### src/hdl/mtri_div.sv
// ----------------------------------------------------------------------------
// mtri_div
// Restoring divider, one quotient bit per cycle; returns the remainder.
// ----------------------------------------------------------------------------
`default_nettype none
module mtri_div (
	input  wire logic        clk,
	input  wire logic        arst_n,
	input  wire logic        start,
	input  wire logic [31:0] dividend,
	input  wire logic [31:0] divisor,
	output logic             done,
	output logic [31:0]      rem
);

	logic [31:0] rem_q, dvd_q, dsr_q;
	logic [5:0]  cnt_q;
	logic        busy_q, done_q;
	logic [32:0] trial;
	logic [31:0] rem_nxt;

	always_comb begin
		trial   = {rem_q, dvd_q[31]};
		rem_nxt = (trial >= {1'b0, dsr_q}) ? 32'(trial - {1'b0, dsr_q}) : trial[31:0];
	end

	always_ff @(posedge clk or negedge arst_n) begin
		if (!arst_n) begin
			busy_q <= 1'b0;
			done_q <= 1'b0;
			cnt_q  <= '0;
		end else begin
			done_q <= 1'b0;
			if (start) begin
				busy_q <= 1'b1;
				cnt_q  <= 6'd32;
			end else if (busy_q) begin
				cnt_q <= cnt_q - 1'b1;
				if (cnt_q == 6'd1) begin
					busy_q <= 1'b0;
					done_q <= 1'b1;
				end
			end
		end
	end

	always_ff @(posedge clk) begin
		if (start) begin
			rem_q <= '0;
			dvd_q <= dividend;
			dsr_q <= divisor;
		end else if (busy_q) begin
			rem_q <= rem_nxt;
			dvd_q <= dvd_q << 1;
		end
	end

	assign done = done_q;
	assign rem  = rem_q;

endmodule
`default_nettype wire

### config.mk
export PLATFORM = sky130hd
export DESIGN_NAME = mtri_div
export DESIGN_NICKNAME = d
export VERILOG_FILES = /design/src/hdl/mtri_div.sv
export SDC_FILE = /design/constraint.sdc
export NUM_CORES = 1
export LEC_CHECK = 0
export BUFFER_PORTS_ARGS = -buffer_cell sky130_fd_sc_hd__clkbuf_2
export CAP_MARGIN = 20
export CORE_AREA = 4 4 114 116
export DETAILED_ROUTE_END_ITERATION = 12
export DIE_AREA = 0 0 118 120
export PLACE_DENSITY_LB_ADDON = 0.12
export SLEW_MARGIN = 20
export SYNTH_ARGS = -nofsm -noshare
export SYNTH_HDL_FRONTEND = slang
export SYNTH_SLANG_ARGS = --single-unit
### constraint.sdc
create_clock -name clk -period 8.7 [get_ports clk]
set_input_delay 0.87 -clock clk [delete_from_list [all_inputs] [get_ports clk]]
set_output_delay 0.87 -clock clk [all_outputs]
set_load 0.01 [all_outputs]
==> flow_summary.yaml, run 1 <==
floorplan:
  fp.dieW_um: 118
  core_mm2: 0.0119
  die_h_um: 120
  dieArea_mm2: 0.0142
  core.rowCount: 40
  start_util_pct: 49.4
  io_pins: 100
sta:
  period_needed_ps: 3860
  tightest_slew_ps: 707
  fin_crit_sh_pct: 44.3
  max_freq_ghz: 0.259
  rsz0062_at_grt: "false"
  setup_violations: 0
  hold_ws_ps: 347
  setup-tns-final_ps: 0
  final_max_slew_viol_count: 0
  slew_headroom_pct: 52.7
  finalHoldViolCount: 0
  clock-skew-final_ps: 10.5
drt:
  vias: 4337
  routedWlPerCell_um: 15.4
  drt_iter0_markers: 241
  dr.pass1.iters: 4
  drc: 0
  via_per_inst: 5.39
  ant_nets: 0
  drt-total-wl_mm: 12.4
clocking:
  clock_sinks: 104
  h-tree-depth: 3
  clkTransAtPathRegs_ps: 70
  numCtsBuffers: 9
  post_cts_resized: 0
  cts-root-buf: "clkbuf_16"
  postCtsSetupBuffers: 0
  cts_tree: "built"
  insertion_delay_ps: 350
  postCtsHoldBufs: 0
  cts_buffer_depth: 2
power_and_ir_drop:
  power.total_mw: 1.89
  power_frac_comb_pct: 42.2
  power.leakage_nw: 3.10
  pwr-share-clk_pct: 20.6
  ir_drop_v: 0.000168
  p_int_mw: 1.18
  swShare_pct: 37.7
  seq_power_share_pct: 37.2
  p_sw_uw: 713
  powerDensity_mw_per_mm2: 281
synthesis:
  synth_warnings: 0
  synth_edf_count: 64
  synth_seq_cells: 104
  ys_types: 59
  syn_avg_cell_area_um2: 10.4
  syn_inst: 566
  async_flop_share_pct: 7.69
  netlist_area_mm2: 0.00588
  syn-num-nets: 668
  ys.flop_type: "edfxtp_1"
  yosysSeqAreaShare_pct: 47.0
placement:
  place.port_buffers: 99
  dp_hpwl_mm: 8.98
  place.gp.congestion: 0.821
grt:
  grt_pass1_vias: 4380
  overflow: 0
  antenna_found_initial: 0
  grt_usage_pct: 18.0
  grt_start_max_net_pins: 63
  grt_pass1_wl_mm: 20.9
setup_path:
  reg2reg_to: "rem[12]"
  reg2reg_depth: 10
  arrival_ps: 4070
  crit_type: "register to register"
  r2r_start: "rem[15]"
  cp-endpoint: "rem[12]"
  crit_fanout: 38
  rrSetupSlack_ps: 4840
  endpoint_kind: "register"
  critPathLaunch: "rem[15]"
  cp.required_ps: 8910
  cp-start-kind: "register"
run:
  maxCapViolations: 0
layout:
  nets: 755
  drive_gt1_share_pct: 24.0
  layout_commonest_cell: "clkbuf_2"
  final_cell_mix: "clkbuf_2, edfxtp_1, nor2_1"
  antenna_cells: 0
  area_growth_pct: 14.3
  fillCellCount: 1085
status:
  status: "finished clean"
hold_path:
  hold_class: "primary input to asynchronous set/reset pin"
-- worst min-delay path by stage --
stage                   from  endpoint  slack, ps  cells past startpoint
floorplan           cnt_q[4]  cnt_q[4]        510                      2
global placement      rem[2]    rem[2]        480                      2
detailed placement    rem[2]    rem[2]        490                      2
CTS                   arst_n  cnt_q[5]        340                      1
global route          arst_n  cnt_q[5]        340                      1
finish                arst_n  cnt_q[5]        350                      1
-- routing by layer --
metal  global-route usage [%]  share of wire (%)  up-vias
met3                     6.74                6.8        6
met1                     22.2                 45     2024
li1                         -                  -     2222
met5                        0                  0        -
met4                     4.25               0.66        0
met2                     30.2                 48       85
-- cell usage after synthesis (3+ instances only) --
cell type	count	area share, %
edfxtp_1	64	33
nor2_1	63	4.0
a21oi_1	47	4.0
inv_1	43	2.7
ha_1	34	7.2
mux2_2	33	6.3
dfxtp_1	32	11
a211oi_1	27	3.4
nand2_1	25	1.6
a21o_1	20	2.6
clkbuf_1	20	1.3
xnor2_1	16	2.4
o21ai_0	15	1.3
mux2i_1	14	2.4
nand3_1	12	1.0
xor2_1	12	1.8
dfrtp_1	8	3.4
o21bai_1	7	0.89
nor2b_1	6	0.64
nor3_1	6	0.51
nand2b_1	5	0.53
a311oi_1	4	0.60
a31oi_1	3	0.32
and2_1	3	0.32
o211ai_1	3	0.38
-- sequential cells by signal, summed over array words and instances (netlist names) --
register and count:
busy_q 1, dsr_q 32, cnt_q 6, done 1
dvd_q 32, rem 32
-- through the flow --
step	cell area (um2)	util [%]	cells	setup slack [ps]
2_1_floorplan	5880	-	566	5710
3_3_place_gp	6450	54.1	789	4980
3_5_place_dp	6450	54.1	789	4830
4_1_cts	6720	56.4	805	4810
5_1_grt	6720	56.4	805	4470
6_report	6720	56.4	805	4840
-- cell families (layout without fill, tap and decap cells) --
group / after synthesis / in the layout / share of synthesized area [%]
adder cells (fa/ha/maj): 35 / 35 / 7.57
XOR/XNOR: 28 / 28 / 4.17
flip-flops: 104 / 104 / 47.0
AND/OR/NAND/NOR: 135 / 135 / 10.6
multiplexers: 48 / 48 / 8.89
buffers and inverters: 69 / 161 / 5.13
AO/OA/AOI/OAI: 147 / 147 / 16.7
-- area by class of cell --
type	instances	area, um2	area share (%)
clock buffers	10	229	3.41
clock inverters	6	48.8	0.726
inverters	43	161	2.40
multi-input cells	393	2820	41.9
flip-flops and latches	104	2760	41.1
well taps	147	184	2.74
repair buffers	102	520	7.74
-- critical path: stages (launching register included) --
cell and delay, ps:
dfxtp_1 350, ha_1 370, a21oi_1 360, o211ai_1 170
nor4_1 630, o211ai_2 240, a21oi_4 510, buf_4 490
mux2_2 380, mux2i_1 140, nor2_1 50
-- power by group through the flow --
stage	Sequential, mW	Clock [mW]	Combinational [mW]
floorplan	0.719	0	0.605
global placement	0.709	0	0.788
detailed placement	0.714	0	0.797
CTS	0.704	0.401	0.804
global route	0.718	0.420	0.899
finish	0.703	0.389	0.798
Power figures use the tool's default switching activity.
==> run 2, diff against run 1 <==
- ABC_AREA: default -> 1
- CORE_AREA: 4 4 114 116 -> 4 4 125 127
- DIE_AREA: 0 0 118 120 -> 0 0 129 131
- clock period: 8.7 -> 3.5 ns (I/O delays scaled with it)
==> run 2 against run 1 <==
Net effect: power increased by 52%; global-route usage up 2.4 points; register-to-register slack worse by 3900 ps; sequential power grew 100%; critical endpoint is now rem[1]; cell count rose by 57%; worst setup slack worse by 3900 ps; sequential cell count unchanged; synthesized cell count up 73%; maximum frequency rose by 51%.
==> flow_summary.yaml, run 2 <==
status:
  status: "finished clean"
synthesis:
  synth_edf_count: 64
  ys_top_cells_by_count: "nand2_1, inv_1, edfxtp_1, nor2_1, nand3b_1"
  synth_seq_cells: 104
  synth_top_cell_by_area: "edfxtp_1"
  synth_top_area_share_pct: 27.0
  async_flop_share_pct: 7.69
  syn_inst: 977
  syn-num-nets: 1079
  ys_types: 36
  syn_avg_cell_area_um2: 7.29
  yosysSeqAreaShare_pct: 38.8
  synth_area_leaders: "edfxtp_1, nand2_1, dfxtp_1"
  netlist_area_mm2: 0.00713
  synth_warnings: 0
  yosysMostFrequentCell: "nand2_1"
  ys.flop_type: "edfxtp_1"
clocking:
  h-tree-depth: 3
  clock_sinks: 104
  clkTransAtPathRegs_ps: 80
  postCtsSetupBuffers: 0
  cts_buffer_depth: 2
  insertion_delay_ps: 360
  numCtsBuffers: 9
  cts-root-buf: "clkbuf_16"
  cts_tree: "built"
layout:
  layout_commonest_cell: "nand2_1"
  antenna_cells: 0
  fin_util_pct: 55.6
  final_cell_mix: "nand2_1, inv_1, clkbuf_2"
  area_growth_pct: 12.6
  nets: 1173
  drive_gt1_share_pct: 19.5
  fillCellCount: 1454
hold_path:
  hold_class: "primary input to register"
  min_from: "divisor[7]"
run:
  maxCapViolations: 0
floorplan:
  core_mm2: 0.0144
  fp.dieW_um: 129
  core.rowCount: 44
  dieArea_mm2: 0.0169
  io_pins: 100
  start_util_pct: 49.4
  die_h_um: 131
setup_path:
  critPathLaunch: "dsr_q[18]"
  rrSetupSlack_ps: 950
  cp-start-kind: "register"
  arrival_ps: 2810
  cp.required_ps: 3750
  crit_type: "register to register"
  reg2reg_to: "rem[1]"
  endpoint_kind: "register"
  crit_fanout: 21
  cp-endpoint: "rem[1]"
  reg2reg_depth: 15
  r2r_start: "dsr_q[18]"
grt:
  grt_start_max_net_pins: 48
  antenna_found_initial: 0
  grt_pass1_vias: 5558
  grt_pass1_wl_mm: 27.4
  grt_usage_pct: 20.5
  overflow: 0
sta:
  finalHoldViolCount: 0
  tightest_slew_ps: 684
  slew_headroom_pct: 54.4
  final_max_slew_viol_count: 0
  postLayoutSetupSlackWorst_ps: 946
  rsz0062_at_grt: "false"
  setup_violations: 0
  period_needed_ps: 2550
  fin_crit_sh_pct: 73.0
  setup-tns-final_ps: 0
  clock-skew-final_ps: 9.87
  hold_ws_ps: 161
  max_freq_ghz: 0.391
drt:
  drt-total-wl_mm: 16.7
  vias: 5935
  drc: 0
  dr.pass1.iters: 5
  routedWlPerCell_um: 13.2
  drt_iter0_markers: 356
  via_per_inst: 4.71
  ant_nets: 0
placement:
  place.gp.congestion: 0.968
  place.port_buffers: 99
  dp_hpwl_mm: 12.7
  pre_cts_ws_ps: 970
power_and_ir_drop:
  powerDensity_mw_per_mm2: 357
  power.total_mw: 2.87
  ir_drop_v: 0.000296
  power.leakage_nw: 4.41
run 2: final cells by class:
type                            instances  area, um2  share of cell area, %
Clock buffer                            9        225                   2.81
Clock inverter                          7       61.3                  0.764
Inverter                              160        601                   7.48
Multi-Input combinational cell        691       3600                   44.9
Sequential cell                       104       2760                   34.4
Tap cell                              184        230                   2.87
Timing Repair Buffer                  105        543                   6.77
run 2: worst min-delay path by stage:
stage | to | cells past startpoint
global route | dsr_q[23] | 1
CTS | dsr_q[7] | 1
global placement | cnt_q[4] | 1
finish | dsr_q[7] | 1
floorplan | busy_q | 0
detailed placement | cnt_q[4] | 1
run 2: cells by family (layout without fill, tap and decap cells):
group,count (synthesis),count (layout),share of synthesized area [%]
and+or+nand+nor,609,609,39.9
buffers and inverters,182,281,10.8
DFF,104,104,38.8
adders and majority gates,35,35,6.25
AOI/OAI and AO/OA,33,33,2.56
xor gates and xnor gates,14,14,1.72
run 2: worst max-delay path: stages, from the launching register on:
cell and delay [ps]:
edfxtp_1 330, inv_1 40, ha_1 350, nand2_1 90, nand2_1 70, nand2_1 60
nand2_1 80, nand2_1 80, nand2_1 70, nand2_1 70, nand2_1 80, a21oi_4 450
buf_4 380, nand3b_1 120, nand3_1 110, nand2_1 60
run 2: timing repair:
action | in CTS | in global routing
gates resized for setup | 0 | 0
hold buffers | 1 | 0
setup endpoints to repair | 0 | 0
endpoints found under the hold margin | 8 | 0
run 2: where the power goes:
part           switching [mW]  internal [mW]
logic                   0.267          0.160
clock network           0.500          0.499
registers              0.0395           1.40
run 2: routing by layer:
layer | vias to the layer above | GRT usage, % | wire length (um)
met5 | - | 0 | 0
met3 | 13 | 5.45 | 923
met1 | 2619 | 27.4 | 7830
met2 | 108 | 33.4 | 7680
li1 | 3195 | - | -
met4 | 0 | 4.57 | 236
run 2: stage by stage:
stage	area, um2	cells
2_1_floorplan	7130	977
3_3_place_gp	7730	1243
3_5_place_dp	7730	1243
4_1_cts	8030	1260
5_1_grt	8030	1260
6_report	8030	1260
